$ cat src/rtl/hcd_pkg.sv
// Shared types and constants for the HTTP chunked transfer decoder.
// No dependencies; every other file imports this package.
`default_nettype none

package hcd_pkg;

    localparam int unsigned SIZE_W = 31;

    // Largest size that fits in the size field, and the limit above which
    // one more hex digit would overflow it.
    localparam logic [SIZE_W-1:0] SIZE_MAX       = 31'h7FFF_FFFF;
    localparam logic [SIZE_W-1:0] SIZE_SHIFT_MAX = 31'h07FF_FFFF;

    localparam logic [7:0] CH_SPACE = 8'h20;
    localparam logic [7:0] CH_CR    = 8'h0D;
    localparam logic [7:0] CH_LF    = 8'h0A;

    typedef enum logic [1:0] {
        ACT_BYTE    = 2'd0,
        ACT_END     = 2'd1,
        ACT_RESTART = 2'd2,
        ACT_UNUSED  = 2'd3
    } hcd_action_t;

    typedef enum logic [2:0] {
        KIND_PAYLOAD  = 3'd0,
        KIND_TRAILER  = 3'd1,
        KIND_CHUNK    = 3'd2,
        KIND_COMPLETE = 3'd3,
        KIND_ERROR    = 3'd4
    } hcd_kind_t;

    typedef enum logic [1:0] {
        ERR_NONE = 2'd0,
        ERR_BAD  = 2'd1,
        ERR_BIG  = 2'd2,
        ERR_EOF  = 2'd3
    } hcd_err_t;

    typedef enum logic [3:0] {
        PH_SIZE     = 4'd0,
        PH_EXT      = 4'd1,
        PH_DATA     = 4'd2,
        PH_SKIP     = 4'd3,
        PH_TRAILER  = 4'd4,
        PH_DONE     = 4'd5,
        PH_ERR_BAD  = 4'd6,
        PH_ERR_BIG  = 4'd7,
        PH_ERR_EOF  = 4'd8
    } hcd_phase_t;

    typedef struct packed {
        logic [1:0] action;
        logic [7:0] byte_value;
    } hcd_item_t;

    typedef struct packed {
        logic [2:0]        kind;
        logic [7:0]        value;
        logic [SIZE_W-1:0] chunk_size;
        logic [1:0]        error_code;
    } hcd_result_t;

endpackage

`default_nettype wire

$ cat src/rtl/hcd_in_stage.sv
// Input register of the chunked decoder: holds one accepted transaction
// until the decode stage consumes it. Depends on hcd_pkg.
`default_nettype none

module hcd_in_stage
    import hcd_pkg::*;
(
    input  wire logic      aclk,
    input  wire logic      aresetn,
    input  wire logic      s_valid,
    output logic           s_ready,
    input  wire hcd_item_t s_item,
    output logic           item_valid,
    output hcd_item_t      item,
    input  wire logic      item_take
);

    logic      valid_reg;
    hcd_item_t item_reg;

    // Free when empty, or when the held item leaves in this cycle.
    assign s_ready    = !valid_reg || item_take;
    assign item_valid = valid_reg;
    assign item       = item_reg;

    always_ff @(posedge aclk) begin
        if (!aresetn) begin
            valid_reg <= 1'b0;
        end else if (s_ready) begin
            valid_reg <= s_valid;
        end
    end

    always_ff @(posedge aclk) begin
        if (s_ready && s_valid) begin
            item_reg <= s_item;
        end
    end

endmodule

`default_nettype wire

$ cat src/rtl/hcd_core.sv
// Decode stage of the chunked decoder: framing state, size parsing and the
// result of each transaction, plus the chunk size limit register.
// Depends on hcd_pkg.
`default_nettype none

module hcd_core
    import hcd_pkg::*;
(
    input  wire logic              aclk,
    input  wire logic              aresetn,
    input  wire logic              cfg_we,
    input  wire logic [SIZE_W-1:0] cfg_data,
    input  wire logic              item_valid,
    input  wire hcd_item_t         item,
    input  wire logic              res_free,
    output logic                   item_take,
    output logic                   res_valid,
    output hcd_result_t            res
);

    hcd_phase_t        phase_reg, phase_next;
    logic [SIZE_W-1:0] bytes_left_reg, bytes_left_next;
    logic [SIZE_W-1:0] acc_reg, acc_next;
    logic              seen_reg, seen_next;
    logic              ovf_reg, ovf_next;
    logic              tle_reg, tle_next;
    logic [SIZE_W-1:0] max_reg;

    logic              fire;
    logic [7:0]        c;
    logic              is_lf, is_cr, is_sp;
    logic              is_hex;
    logic [3:0]        hex_d;
    logic              line_big;
    logic [SIZE_W-1:0] bytes_dec;

    assign fire      = item_valid && res_free;
    assign item_take = fire;
    assign c         = item.byte_value;
    assign is_lf     = (c == CH_LF);
    assign is_cr     = (c == CH_CR);
    assign is_sp     = (c == CH_SPACE);
    assign line_big  = ovf_reg || (acc_reg > max_reg);
    assign bytes_dec = bytes_left_reg - 1'b1;

    always_comb begin
        is_hex = 1'b1;
        hex_d  = 4'd0;
        priority if (c >= "0" && c <= "9") begin
            hex_d = 4'(c - "0");
        end else if (c >= "a" && c <= "f") begin
            hex_d = 4'(c - "a" + 8'd10);
        end else if (c >= "A" && c <= "F") begin
            hex_d = 4'(c - "A" + 8'd10);
        end else begin
            is_hex = 1'b0;
        end
    end

    // Next state.
    always_comb begin
        phase_next      = phase_reg;
        bytes_left_next = bytes_left_reg;
        acc_next        = acc_reg;
        seen_next       = seen_reg;
        ovf_next        = ovf_reg;
        tle_next        = tle_reg;
        if (fire) begin
            unique case (hcd_action_t'(item.action))
                ACT_BYTE: begin
                    unique case (phase_reg)
                        PH_SIZE, PH_EXT: begin
                            if (is_lf) begin
                                acc_next  = '0;
                                seen_next = 1'b0;
                                ovf_next  = 1'b0;
                                priority if (!seen_reg) begin
                                    phase_next = PH_ERR_BAD;
                                end else if (line_big) begin
                                    phase_next = PH_ERR_BIG;
                                end else if (acc_reg == '0) begin
                                    phase_next = PH_TRAILER;
                                    tle_next   = 1'b1;
                                end else begin
                                    phase_next      = PH_DATA;
                                    bytes_left_next = acc_reg;
                                end
                            end else if (phase_reg == PH_SIZE && !is_cr) begin
                                priority if (is_sp) begin
                                    phase_next = PH_EXT;
                                end else if (!is_hex) begin
                                    phase_next = PH_ERR_BAD;
                                end else begin
                                    seen_next = 1'b1;
                                    if (acc_reg > SIZE_SHIFT_MAX) begin
                                        ovf_next = 1'b1;
                                    end else begin
                                        acc_next = {acc_reg[SIZE_W-5:0], hex_d};
                                    end
                                end
                            end
                        end
                        PH_DATA: begin
                            bytes_left_next = bytes_dec;
                            if (bytes_dec == '0) begin
                                phase_next = PH_SKIP;
                            end
                        end
                        PH_SKIP: begin
                            if (is_lf) begin
                                phase_next = PH_SIZE;
                            end
                        end
                        PH_TRAILER: begin
                            priority if (tle_reg && is_cr) begin
                                tle_next = tle_reg;
                            end else if (tle_reg && is_lf) begin
                                phase_next = PH_DONE;
                            end else begin
                                tle_next = is_lf;
                            end
                        end
                        default: begin
                        end
                    endcase
                end
                ACT_END: begin
                    unique case (phase_reg)
                        PH_SIZE, PH_EXT, PH_DATA, PH_SKIP: phase_next = PH_ERR_EOF;
                        PH_TRAILER:                        phase_next = PH_DONE;
                        default: begin
                        end
                    endcase
                end
                ACT_RESTART: begin
                    phase_next      = PH_SIZE;
                    bytes_left_next = '0;
                    acc_next        = '0;
                    seen_next       = 1'b0;
                    ovf_next        = 1'b0;
                    tle_next        = 1'b1;
                end
                default: begin
                end
            endcase
        end
    end

    // Result of the transaction in the input register.
    always_comb begin
        res_valid = 1'b0;
        res       = '0;
        unique case (hcd_action_t'(item.action))
            ACT_BYTE: begin
                unique case (phase_reg)
                    PH_SIZE, PH_EXT: begin
                        if (is_lf) begin
                            res_valid = 1'b1;
                            priority if (!seen_reg) begin
                                res.kind       = KIND_ERROR;
                                res.error_code = ERR_BAD;
                            end else if (line_big) begin
                                res.kind       = KIND_ERROR;
                                res.error_code = ERR_BIG;
                            end else begin
                                res.kind       = KIND_CHUNK;
                                res.chunk_size = acc_reg;
                            end
                        end else if (phase_reg == PH_SIZE && !is_cr && !is_sp && !is_hex) begin
                            res_valid      = 1'b1;
                            res.kind       = KIND_ERROR;
                            res.error_code = ERR_BAD;
                        end
                    end
                    PH_DATA: begin
                        res_valid = 1'b1;
                        res.kind  = KIND_PAYLOAD;
                        res.value = c;
                    end
                    PH_TRAILER: begin
                        priority if (tle_reg && is_cr) begin
                            res_valid = 1'b0;
                        end else if (tle_reg && is_lf) begin
                            res_valid = 1'b1;
                            res.kind  = KIND_COMPLETE;
                        end else begin
                            res_valid = 1'b1;
                            res.kind  = KIND_TRAILER;
                            res.value = c;
                        end
                    end
                    PH_ERR_BAD, PH_ERR_BIG, PH_ERR_EOF: begin
                        res_valid = 1'b1;
                        res.kind  = KIND_ERROR;
                    end
                    default: begin
                    end
                endcase
            end
            ACT_END: begin
                unique case (phase_reg)
                    PH_SIZE, PH_EXT, PH_DATA, PH_SKIP: begin
                        res_valid      = 1'b1;
                        res.kind       = KIND_ERROR;
                        res.error_code = ERR_EOF;
                    end
                    PH_TRAILER: begin
                        res_valid = 1'b1;
                        res.kind  = KIND_COMPLETE;
                    end
                    PH_ERR_BAD, PH_ERR_BIG, PH_ERR_EOF: begin
                        res_valid = 1'b1;
                        res.kind  = KIND_ERROR;
                    end
                    default: begin
                    end
                endcase
            end
            default: begin
            end
        endcase
        // A sticky error repeats the code that caused it.
        if (res.kind == KIND_ERROR && res.error_code == ERR_NONE) begin
            unique case (phase_reg)
                PH_ERR_BAD: res.error_code = ERR_BAD;
                PH_ERR_BIG: res.error_code = ERR_BIG;
                default:    res.error_code = ERR_EOF;
            endcase
        end
        res_valid = res_valid && fire;
    end

    always_ff @(posedge aclk) begin
        if (!aresetn) begin
            phase_reg      <= PH_SIZE;
            bytes_left_reg <= '0;
            acc_reg        <= '0;
            seen_reg       <= 1'b0;
            ovf_reg        <= 1'b0;
            tle_reg        <= 1'b1;
            max_reg        <= SIZE_MAX;
        end else begin
            phase_reg      <= phase_next;
            bytes_left_reg <= bytes_left_next;
            acc_reg        <= acc_next;
            seen_reg       <= seen_next;
            ovf_reg        <= ovf_next;
            tle_reg        <= tle_next;
            if (cfg_we) begin
                max_reg <= cfg_data;
            end
        end
    end

    a_err_repeats: assert property (@(posedge aclk) disable iff (!aresetn)
        fire && (item.action == ACT_BYTE || item.action == ACT_END)
        && (phase_reg == PH_ERR_BAD || phase_reg == PH_ERR_BIG || phase_reg == PH_ERR_EOF)
        |-> res_valid && res.kind == KIND_ERROR && res.error_code != ERR_NONE)
        else $error("sticky error state gave no error result");

    a_done_silent: assert property (@(posedge aclk) disable iff (!aresetn)
        phase_reg == PH_DONE |-> !res_valid)
        else $error("result produced after completion");

    a_restart_clears: assert property (@(posedge aclk) disable iff (!aresetn)
        fire && item.action == ACT_RESTART |=> phase_reg == PH_SIZE && acc_reg == '0 && tle_reg)
        else $error("restart did not clear the framing state");

    a_data_counts: assert property (@(posedge aclk) disable iff (!aresetn)
        phase_reg == PH_DATA |-> bytes_left_reg != '0)
        else $error("data phase entered with nothing left to pass");

endmodule

`default_nettype wire

$ cat src/rtl/hcd_out_stage.sv
// Output register of the chunked decoder: holds one result until the
// downstream side takes it. Depends on hcd_pkg.
`default_nettype none

module hcd_out_stage
    import hcd_pkg::*;
(
    input  wire logic        aclk,
    input  wire logic        aresetn,
    input  wire logic        res_valid,
    input  wire hcd_result_t res,
    output logic             res_free,
    output logic             m_valid,
    input  wire logic        m_ready,
    output hcd_result_t      m_res
);

    logic        valid_reg;
    hcd_result_t res_reg;

    assign res_free = !valid_reg || m_ready;
    assign m_valid  = valid_reg;
    assign m_res    = res_reg;

    always_ff @(posedge aclk) begin
        if (!aresetn) begin
            valid_reg <= 1'b0;
        end else if (res_free) begin
            valid_reg <= res_valid;
        end
    end

    always_ff @(posedge aclk) begin
        if (res_free && res_valid) begin
            res_reg <= res;
        end
    end

endmodule

`default_nettype wire

$ cat src/rtl/http_chunked_decoder.sv
// Top level of the HTTP/1.1 chunked transfer decoder.
// Depends on hcd_pkg, hcd_in_stage, hcd_core and hcd_out_stage.
//
//  Channel   Direction  Handshake            Content
//  s_        in         s_valid / s_ready    action, byte_value
//  m_        out        m_valid / m_ready    kind, value, chunk_size, error_code
//  cfg_      in         cfg_valid / cfg_ready max_chunk_size
//
// One transaction per cycle is sustained while m_ready is high; each passes
// through the input register and the decode logic into the output register,
// where any result it produces waits until the downstream side takes it.
// Reset is synchronous and active low; the size limit resets to 0x7FFFFFFF.
// While a result waits with m_ready low, the decode stage stalls, and
// s_ready stays high only as long as the input register is empty.
// Configuration writes are always taken.
`default_nettype none

module http_chunked_decoder
    import hcd_pkg::*;
(
    input  wire logic              aclk,
    input  wire logic              aresetn,
    input  wire logic              s_valid,
    output logic                   s_ready,
    input  wire logic [1:0]        s_action,
    input  wire logic [7:0]        s_byte_value,
    output logic                   m_valid,
    input  wire logic              m_ready,
    output logic [2:0]             m_kind,
    output logic [7:0]             m_value,
    output logic [SIZE_W-1:0]      m_chunk_size,
    output logic [1:0]             m_error_code,
    input  wire logic              cfg_valid,
    output logic                   cfg_ready,
    input  wire logic [SIZE_W-1:0] cfg_max_chunk_size
);

    hcd_item_t   s_item;
    hcd_item_t   item;
    logic        item_valid;
    logic        item_take;
    logic        res_valid;
    logic        res_free;
    hcd_result_t res;
    hcd_result_t m_res;

    assign cfg_ready         = 1'b1;
    assign s_item.action     = s_action;
    assign s_item.byte_value = s_byte_value;
    assign m_kind            = m_res.kind;
    assign m_value           = m_res.value;
    assign m_chunk_size      = m_res.chunk_size;
    assign m_error_code      = m_res.error_code;

    hcd_in_stage u_in (
        .aclk       (aclk),
        .aresetn    (aresetn),
        .s_valid    (s_valid),
        .s_ready    (s_ready),
        .s_item     (s_item),
        .item_valid (item_valid),
        .item       (item),
        .item_take  (item_take)
    );

    hcd_core u_core (
        .aclk       (aclk),
        .aresetn    (aresetn),
        .cfg_we     (cfg_valid && cfg_ready),
        .cfg_data   (cfg_max_chunk_size),
        .item_valid (item_valid),
        .item       (item),
        .res_free   (res_free),
        .item_take  (item_take),
        .res_valid  (res_valid),
        .res        (res)
    );

    hcd_out_stage u_out (
        .aclk      (aclk),
        .aresetn   (aresetn),
        .res_valid (res_valid),
        .res       (res),
        .res_free  (res_free),
        .m_valid   (m_valid),
        .m_ready   (m_ready),
        .m_res     (m_res)
    );

endmodule

`default_nettype wire
$ cat config.mk
export PLATFORM = sky130hd
export DESIGN_NAME = http_chunked_decoder
export DESIGN_NICKNAME = d
export VERILOG_FILES = /design/src/rtl/hcd_pkg.sv /design/src/rtl/hcd_in_stage.sv /design/src/rtl/hcd_core.sv /design/src/rtl/hcd_out_stage.sv /design/src/rtl/http_chunked_decoder.sv
export SDC_FILE = /design/constraint.sdc
export NUM_CORES = 1
export LEC_CHECK = 0
export ABC_AREA = 1
export BUFFER_PORTS_ARGS = -buffer_cell sky130_fd_sc_hd__buf_4
export CAP_MARGIN = 0
export CELL_PAD_IN_SITES_DETAIL_PLACEMENT = 1
export CELL_PAD_IN_SITES_GLOBAL_PLACEMENT = 1
export CORE_UTILIZATION = 43
export DETAILED_ROUTE_END_ITERATION = 12
export GPL_ROUTABILITY_DRIVEN = 0
export PLACE_DENSITY = 0.8
export RECOVER_POWER = 50
export SETUP_SLACK_MARGIN = 0.05
export SLEW_MARGIN = 20
export SYNTH_ARGS = -nofsm -noshare
export SYNTH_HDL_FRONTEND = slang
export SYNTH_SLANG_ARGS = --single-unit
export TNS_END_PERCENT = 20
$ cat constraint.sdc
create_clock -name aclk -period 3.5 [get_ports aclk]
set_clock_uncertainty 0.05 [all_clocks]
set_input_delay 1.05 -clock aclk [delete_from_list [all_inputs] [get_ports aclk]]
set_output_delay 1.05 -clock aclk [all_outputs]
set_load 0.05 [all_outputs]
==> After elaboration in Yosys (flattened, before gate mapping) <==
Index checks and enable logic that the tools add are counted.
Widths: inputs -> output; s select.
{ "op_classes": {"reduce_logical": 41, "mux": 80, "addsub": 6, "n_eq_ne": 35, "bitwise_logic": 4, "order_cmp": 8} }
{ "op_table": {"columns": ["op", "n"], "rows": [
  ["$mux 31", 10],
  ["$pmux 31 s2", 3],
  ["$logic_not 31->1", 2],
  ["$mux 4", 13],
  ["$gt 31x27->1 const B", 1],
  ["$gt 31x31->1", 1],
  ["$sub 31x1->31 const B", 1],
  ["$mux 1", 25],
  ["$ne 3x2->1 const B", 8],
  ["$ne 3x3->1 const B", 7],
  ["$reduce_and 7->1", 3],
  ["$eq 8x4->1 const B", 2],
  ["$ge 8x7->1 const B", 2],
  ["$le 8x7->1 const B", 2],
  ["$pmux 4 s4", 1],
  ["$pmux 8 s2", 1],
  ["$mux 3", 5],
  ["$mux 2", 7],
  ["$logic_and 1x1->1", 13],
  ["$eq 4x3->1 const B", 3],
  ["$pmux 3 s2", 2],
  ["$pmux 4 s3", 1],
  ["$sub 4x1->4 const B", 3],
  ["$mux 10", 1],
  ["37 further kinds", 57]
]} }
{ "word_totals": {"in_bits": 46, "elab_cells": 189, "register_bits": 156, "out_inout_bits": 47} }

==> Logic depth before layout (Yosys ltp) <==
Gate-level depths: netlist (run 1).
{ "depth": {"ltp_word": 14, "depth_mapped": 19, "ltp_nobuf": 19} }

==> Hierarchy <==
A second synthesis (run 1) with hierarchy kept.
{ "hier_totals": {"cells_unflattened": 1177, "hier_area_um2": 8748.4} }
{ "modules_own_cells": {"columns": ["module", "instances", "area_per_inst_um2", "cells_per_inst", "seq_area_each_um2"], "rows": [
  ["hcd_core", 1, 7013.0, 1107, 2001.9],
  ["hcd_out_stage", 1, 1372.6, 51, 1341.3],
  ["hcd_in_stage", 1, 351.6, 17, 320.3],
  ["http_chunked_decoder", 1, 11.3, 2, 0.0]
]} }

==> Worst setup path before layout (run 1) <==
OpenSTA, ideal clock, no wires.
{ "synth_path": {"path_kind": "register to register", "startpoint": "register u_in.item_reg, in the netlist u_in.item[0]", "endpoint": "register u_out.res_reg, in the netlist u_out.m_res[0], enable pin", "arrival_ps": 2570, "setup_ps": 398, "period_less_slack_ps": 3019, "t_required_ps": 3052, "path_stages_with_launch": 14, "path_buffers": 0, "setup_slack_ps": 481, "cell_sequence": "edfxtp_1 inv_1 ha_1 nor2_1 nor2_1 o21bai_2 nand2_1 o21ai_0 nand2_1 nand3_1 nand2_1 nand2_1 nand2_1 inv_1"} }
{ "synth_between": {"elab_chain_len": 13, "elab_cells_between_ends": 29, "classes_between": "order compare (6); eq/ne (3); mux (8); reduce/logical (12)"} }
{ "synth_rtl": {"columns": ["item", "line", "source"], "rows": [
  ["start: declaration", "hcd_in_stage.sv:19", "hcd_item_t item_reg;"],
  ["start signal: assignment", "hcd_in_stage.sv:36", "item_reg <= s_item;"],
  ["$ge 8x7->1 or $le 8x7->1 (tied branches)", "hcd_core.sv:53", "end else if (c >= \"A\" && c <= \"F\") begin"],
  ["$logic_and 1x1->1", "hcd_core.sv:53", null],
  ["$mux 1", "hcd_core.sv:53", null],
  ["$mux 1", "hcd_core.sv:51", "end else if (c >= \"a\" && c <= \"f\") begin"],
  ["$mux 1", "hcd_core.sv:49", "priority if (c >= \"0\" && c <= \"9\") begin"],
  ["$logic_not 1->1", null, null],
  ["$logic_and 1x1->1", "hcd_core.sv:169", "end else if (phase_reg == PH_SIZE && !is_cr && !is_sp && !is_hex) begin"],
  ["$mux 1", "hcd_core.sv:169", null],
  ["$mux 1", "hcd_core.sv:157", "if (is_lf) begin"],
  ["$pmux 1 s3 *", "hcd_core.sv:155", "unique case (phase_reg)"],
  ["$pmux 1 s2 *", "hcd_core.sv:153", "unique case (hcd_action_t'(item.action))"],
  ["$logic_and 1x1->1 *", "hcd_core.sv:230", "res_valid = res_valid && fire;"],
  ["$logic_and 1x1->1 *", "hcd_out_stage.sv:34", "if (res_free && res_valid) begin"],
  ["end signal: assignment", "hcd_out_stage.sv:35", "res_reg <= res;"],
  ["end: declaration", "hcd_out_stage.sv:19", "hcd_result_t res_reg;"]
]} }
Mark *: on every way between the ends. The rest lies on a longest branch, timed or not.
A chain may end at the register's enable or synchronous reset.

==> Worst setup path after layout (run 1) <==
{ "layout_path": {"startpoint": "register u_in.item_reg, in the netlist u_in.item[0]", "endpoint": "register u_out.res_reg, in the netlist u_out.m_res[14] (data pin)"} }
{ "layout_between": {"elab_chain_len": 3} }
{ "layout_rtl": {"columns": ["item", "line", "source"], "rows": [
  ["$eq 8x4->1", "hcd_core.sv:40", "assign is_lf = (c == CH_LF);"],
  ["$not 1->1 (no line)", null, null],
  ["$reduce_or 5->1 (no line)", null, null]
]} }
No other way between the ends.

==> results.md, run 1 <==
- GRT Residual Overflow: 0
- Hold Vio Cnt, Final: 0
- Die X: 144 µm
- Largest cells by area after synthesis: dfxtp_1, edfxtp_1, nand2_1
- Die area: 20,700 µm²
- Root Driver: clkbuf_16
- Number of max-cap violations: 0
- Post-route DRC: 0
- Count leader, synth: nand2_1
- Mapped Cells: 1,199
- Data arrival, critical path: 3.35 ns
- Crit Path Max Fanout: 31
- Unique masters post-synth: 48
- Seq. cell area: 3660 µm²
- Routed WL per cell: 17.2 µm
- Hold Buf Count CTS: 0
- H-Tree Depth: 4
- WS Path Type: flop to flop
- RSZ-0062 raised after global routing: no
- Crit-path slowest cell: nor2_1
- Diodes inserted: 0
- Post-Syn Area: 8680 µm²
- Area growth syn-to-layout: 14.8%
- I/O pin count: 93
- Max reg flops: 44
- Setup Fix Bufs, Post-CTS: 0
- Final Core Density: 50.8%
- Area after DPL: 9590 µm²
- Initial core utilization: 44.3%
- Syn_nets: 1,287
- Share of layout cells above drive strength 1: 9.08%
- Number of global-route vias before repair: slightly below 8,000
- Clock slew at reported path FFs: 0.07 ns
- Post_cts resized: 0
- Final Cycle Share: slightly above 90%
- Power per cell area: approximately 480 nW/µm²
- First-pass GRT wire length: 42,300 µm
- Critical Path Sink Type: flop
- Final nets: 1,364
- Worst Setup Start Kind: flop
- Fillers: 2,585
- Setup violators final: 0
- Largest area contributor in the netlist: dfxtp_1
- Multi-input gate area: 4220 µm²
- Clock sink count: 156
- Crit path top cell by count: nor2_1
- Register bit count reported by yosys: 156
- Critical-path cell list: inv_1, ha_1, nand3_1, nor2_1, inv_1, nor2_1, nand4_1, clkbuf_2, nor2_1
- Routed vias: 8,214
- 1st-pass router iterations: 5
- Synth warn: 0
- Final min period: around 3.2 ns
- Worst Path Required: ~3.7 ns
- Cts bufs inserted: 17
- Mean Syn Cell Area: between 7 and 8 µm²
- Leakage: 4.49 nW
- Crit-path max cell delay: 0.47 ns
- Setup ws final: 0.305 ns
- Core area: 19,600 µm²
- Slew headroom: 5.26%
- CTS tree: built
- Vias/cell: 5.29
- Commonest cells post-synth: nand2_1, nor2_1, inv_1
- Largest net degree at the start of global routing: 63
- Rows: 51
- Antenna violations before repair: 0
- Hold WC Path Type: flop to flop
- DRT antenna net count: 0
- Port bufs: 91
- Post-synth top area share: 23.5%
- Tot GR Track Use: 26.8%
- Number of DRC markers in iteration 0: 579
- Status: completed
- Setup WS pre-CTS: between 0.4 and 0.5 ns
- Design area: 9960 µm²
- Clk Latency, worst-skew pair: 0.43 ns
- Setup TNS: 0 ns
- Slew @ Worst Pin: 1.42 ns
- Max-slew violations: 0
- Top_reg_cell synth: dfxtp_1
- Total Routed Length: around 27,000 µm
- Post-synth EDFFs: 54
- DP Wirelength: 20,100 µm
- Seq/Total Area, Yosys: 42.2%
- Max Freq: 0.313 GHz
- Reg-to-reg slack, setup: about 0.3 ns
- Maximum vdd drop: 384 µV
- Max clock buf depth: 2
- Die Ht: 144 µm
- Ys async rst share: 0%
## logic make-up after synthesis
kind of cell / synth area share (%)
buffers and inverters: 9.07
AO/OA/AOI/OAI: 14.5
other: 0.0432
adder cells (fa/ha/maj): 6.06
flip-flops: 42.2
AND/OR/NAND/NOR: 27.0
XOR/XNOR: 1.11
## layout by cell type (no fill, tap or decap), types with 2 or more instances in the layout
cell	synthesis	final
nor2_1	173	173
nand3b_1	2	2
nand2_2	5	3
nand2_1	259	261
nand4_1	20	20
o21ai_0	90	90
inv_8	0	2
nor2_4	4	3
inv_1	148	147
o21bai_1	2	2
inv_6	0	2
nor4_1	2	2
xor2_1	9	9
clkinv_4	0	5
dfxtp_1	102	102
o211ai_1	6	6
nor3_1	11	11
clkbuf_4	0	11
clkinv_2	1	5
xnor2_1	2	2
clkbuf_16	0	17
edfxtp_1	54	54
a21o_1	3	3
clkbuf_2	1	3
a21boi_0	3	3
clkbuf_1	33	47
buf_4	2	41
ha_1	42	42
nor2_2	7	8
a21oi_1	114	114
inv_2	5	6
nand3_1	68	68
o21ai_1	2	2
a211oi_1	3	3
## layer usage
| metal | up-vias | GRT usage (%) | wire, µm |
|---|---|---|---|
| met3 | 31 | 4.30 | 1040 |
| li1 | 4072 | - | - |
| met1 | 3952 | 38.1 | 12900 |
| met2 | 159 | 42.1 | 12400 |
| met5 | - | 0 | 0 |
| met4 | 0 | 6.72 | 359 |
## power by group
group	switching (mW)	total [mW]	leakage, nW	internal (mW)
clock network	0.814	1.81	0.285	0.992
logic	0.706	1.00	2.86	0.295
registers	0.0525	2.00	1.35	1.95
## critical path: cells and delay by family, from the launching register on
kind	cells	cell delay, ns
simple gates	5	1.47
flops	1	0.44
fa+ha+maj	1	0.20
buf+inv	3	0.79
## stage by stage
| stage | power (mW) | std cells | hold WS, ns |
|---|---|---|---|
| after floorplan | 2.73 | 1199 | 0.385 |
| after global placement | 3.02 | 1522 | 0.400 |
| after detailed placement | 3.04 | 1522 | 0.416 |
| after CTS | 4.85 | 1554 | 0.424 |
| after global routing | 5.03 | 1554 | 0.441 |
| final | 4.81 | 1554 | 0.419 |
## final cells by class
type,count,area share (%)
multi-input combinational,844,42.3
inverter,154,5.82
timing repair buffer,103,6.04
tap,265,3.33
clock buffer,17,4.27
clock inverter,15,1.41
sequential,156,36.8
## path summary, 6_finish.rpt
| kind | from | endpoint | depth (start not counted) |
|---|---|---|---|
| setup / recovery | u_in.item[0] | u_out.m_res[14] | 9 |
| hold / removal | u_core.max_reg[0] | u_core.max_reg[0] | 2 |
| setup reg to reg | u_in.item[0] | u_out.m_res[14] | 9 |
| hold reg to reg | u_core.max_reg[0] | u_core.max_reg[0] | 2 |
Note: power is estimated with default switching activity, not from simulation.
==> run 2, diff against run 1 <==
--- a/config.mk
+++ b/config.mk
@@ -11,10 +11,11 @@
 export CELL_PAD_IN_SITES_DETAIL_PLACEMENT = 1
 export CELL_PAD_IN_SITES_GLOBAL_PLACEMENT = 1
 export CORE_UTILIZATION = 43
+export CTS_CLUSTER_SIZE = 12
 export DETAILED_ROUTE_END_ITERATION = 12
 export GPL_ROUTABILITY_DRIVEN = 0
 export PLACE_DENSITY = 0.8
-export RECOVER_POWER = 50
+export RECOVER_POWER = 25
 export SETUP_SLACK_MARGIN = 0.05
 export SLEW_MARGIN = 20
 export SYNTH_ARGS = -nofsm -noshare
==> run 2 against run 1 <==
Critical path depth increased by 5; setup slack improved by 0.042 ns; die area unchanged; via count increased by 0.46%; cell count did not move; clock power about the same; critical path type unchanged.
==> results.md, run 2 (synthesized netlist as in run 1, its figures left out) <==
- Status: completed
- First-pass GRT wire length: 42,300 µm
- GRT Residual Overflow: 0
- Setup violators final: 0
- CTS tree: built
- Clock power share: 37.5%
- Hold Vio Cnt, Final: 0
- Number of global-route vias before repair: 7,858
- Initial core utilization: around 44%
- Vias/cell: 5.31
- Power per cell area: 477 nW/µm²
- End of the worst register-to-register path: u_out.m_res[25]
- Final Cycle Share: 90.1%
- Die Ht: 144 µm
- Worst R2R Start: u_in.item[0]
- Max-slew violations: 0
- DP Wirelength: 20,100 µm
- Diodes inserted: 0
- Core area: ~20,000 µm²
- Most frequent cells in the layout: nand2_1, nor2_1, inv_1
- Die X: 144 µm
- Max Freq: 0.317 GHz
- Slew @ Worst Pin: 1.42 ns
- Reg-to-reg slack, setup: 0.35 ns
- H-Tree Depth: 4
- WS Path Type: flop to flop
- Final hold slack: roughly 0.42 ns
- Max reg flops: 44
- Worst Setup Start Kind: flop
- 1st-pass router iterations: 5
- Data arrival, critical path: 3.22 ns
- Slew headroom: 5.24%
- Hold WC Path Type: flop to flop
- Net load switching power: 1.58 mW
- Area growth syn-to-layout: 16.6%
- Total power: 4.83 mW
- RSZ-0062 raised after global routing: no
- Commonest non-fill, non-tap cell in the layout: nand2_1
- Hold Buf Count CTS: 0
- Root Driver: clkbuf_16
- Max clock buf depth: 2
- Number of DRC markers in iteration 0: 603
- Rows: between 50 and 60
- WHS Endpoint: u_core.max_reg[0]
- Critical Path Sink Type: flop
- WHS Path Cells: 2
- Post_cts resized: 0
- Tot GR Track Use: 26.8%
- Area after DPL: roughly 9600 µm²
- Post-route DRC: 0
- Hold Startpoint: u_core.max_reg[0]
- Port bufs: 91
- Switching Share: 32.6%
- Largest net degree at the start of global routing: between 60 and 70
- Antenna violations before repair: 0
- Final min period: 3.15 ns
- FF-to-FF path depth: 14
- Routed WL per cell: 17.2 µm
- Setup TNS: 0 ns
- Design area: 10,100 µm²
- Worst Path Required: roughly 3.6 ns
- Clk Latency, worst-skew pair: roughly 0.43 ns
- Share of layout cells above drive strength 1: 12.2%
- I/O pin count: 93
- Routed vias: 8,252
- Cts bufs inserted: 17
- Logic pwr share: a little over a fifth
- Placed Cells: 1,522
- Setup Fix Bufs, Post-CTS: 0
- Leakage: 4.63 nW
- Die area: 20,700 µm²
- Total Routed Length: between 20,000 and 30,000 µm
- Clock slew at reported path FFs: approximately 0.07 ns
- Pint: 3.25 mW
- Sequential power share: just over 40%
- Final nets: 1,364
- Clock sink count: between 150 and 200
- Post-route insts no fill: 1,554
- DRT antenna net count: 0
- Number of max-cap violations: 0
- Crit Path Max Fanout: 35
- Maximum vdd drop: 382 µV
run 2: cell type report:
class / instances / area [µm²]
clock inverters: 15 / 140
multi-input cells: 844 / 4230
inverters: 154 / 579
clock buffers: 17 / 425
repair buffers: 103 / 749
well taps: 265 / 332
fillers: 2560 / 9480
flip-flops and latches: 156 / 3660
run 2: per-layer routing:
metal | track usage, % | vias to the layer above | wire length, µm
met3 | 4.30 | 30 | 911
met4 | 6.72 | 0 | 354
met2 | 42.1 | 157 | 12400
met5 | 0 | - | 0
met1 | 38.1 | 3998 | 13100
li1 | - | 4067 | -
run 2: worst max-delay path by stage:
stage | startpoint | end | slack [ns] | cells past startpoint
final | u_in.item[0] | u_out.m_res[25] | 0.35 | 14
after global routing | u_in.item[0] | u_out.m_res[27] | 0.11 | 14
after CTS | u_in.item[0] | u_out.m_res[24] | 0.41 | 14
after detailed placement | u_in.item[0] | u_out.m_res[28] | 0.47 | 14
after global placement | u_in.item[1] | u_out.m_res[30] | 0.63 | 14
after floorplan | u_in.item[0] | u_out.m_res[0] | 0.48 | 13
run 2: power groups by stage:
| stage | logic, mW | clock network [mW] | registers, mW |
|---|---|---|---|
| global placement | 0.978 | 0 | 2.04 |
| detailed placement | 0.998 | 0 | 2.04 |
| global route | 1.13 | 1.90 | 2.01 |
| CTS | 1.01 | 1.84 | 2.00 |
| floorplan | 0.650 | 0 | 2.08 |
| finish | 1.01 | 1.81 | 2.00 |
run 2: worst max-delay path, stage by stage (launching register included):
cell      delay [ns]
edfxtp_1        0.40
inv_1           0.14
ha_1            0.24
nor2_1          0.11
nor2_1          0.07
o21bai_2        0.28
nand2_1         0.22
o21ai_0         0.42
nand2_1         0.12
nand3_1         0.09
nand2_1         0.05
nand2_1         0.06
nand2_1         0.09
inv_2           0.23
buf_12          0.26
run 2: per-stage QoR:
step                worst slack (ns)  utilization (%)
finish                         0.347             51.6
global route                   0.111             51.6
CTS                            0.412             51.8
detailed placement             0.470             48.9
global placement               0.630             48.9
floorplan                      0.481                -
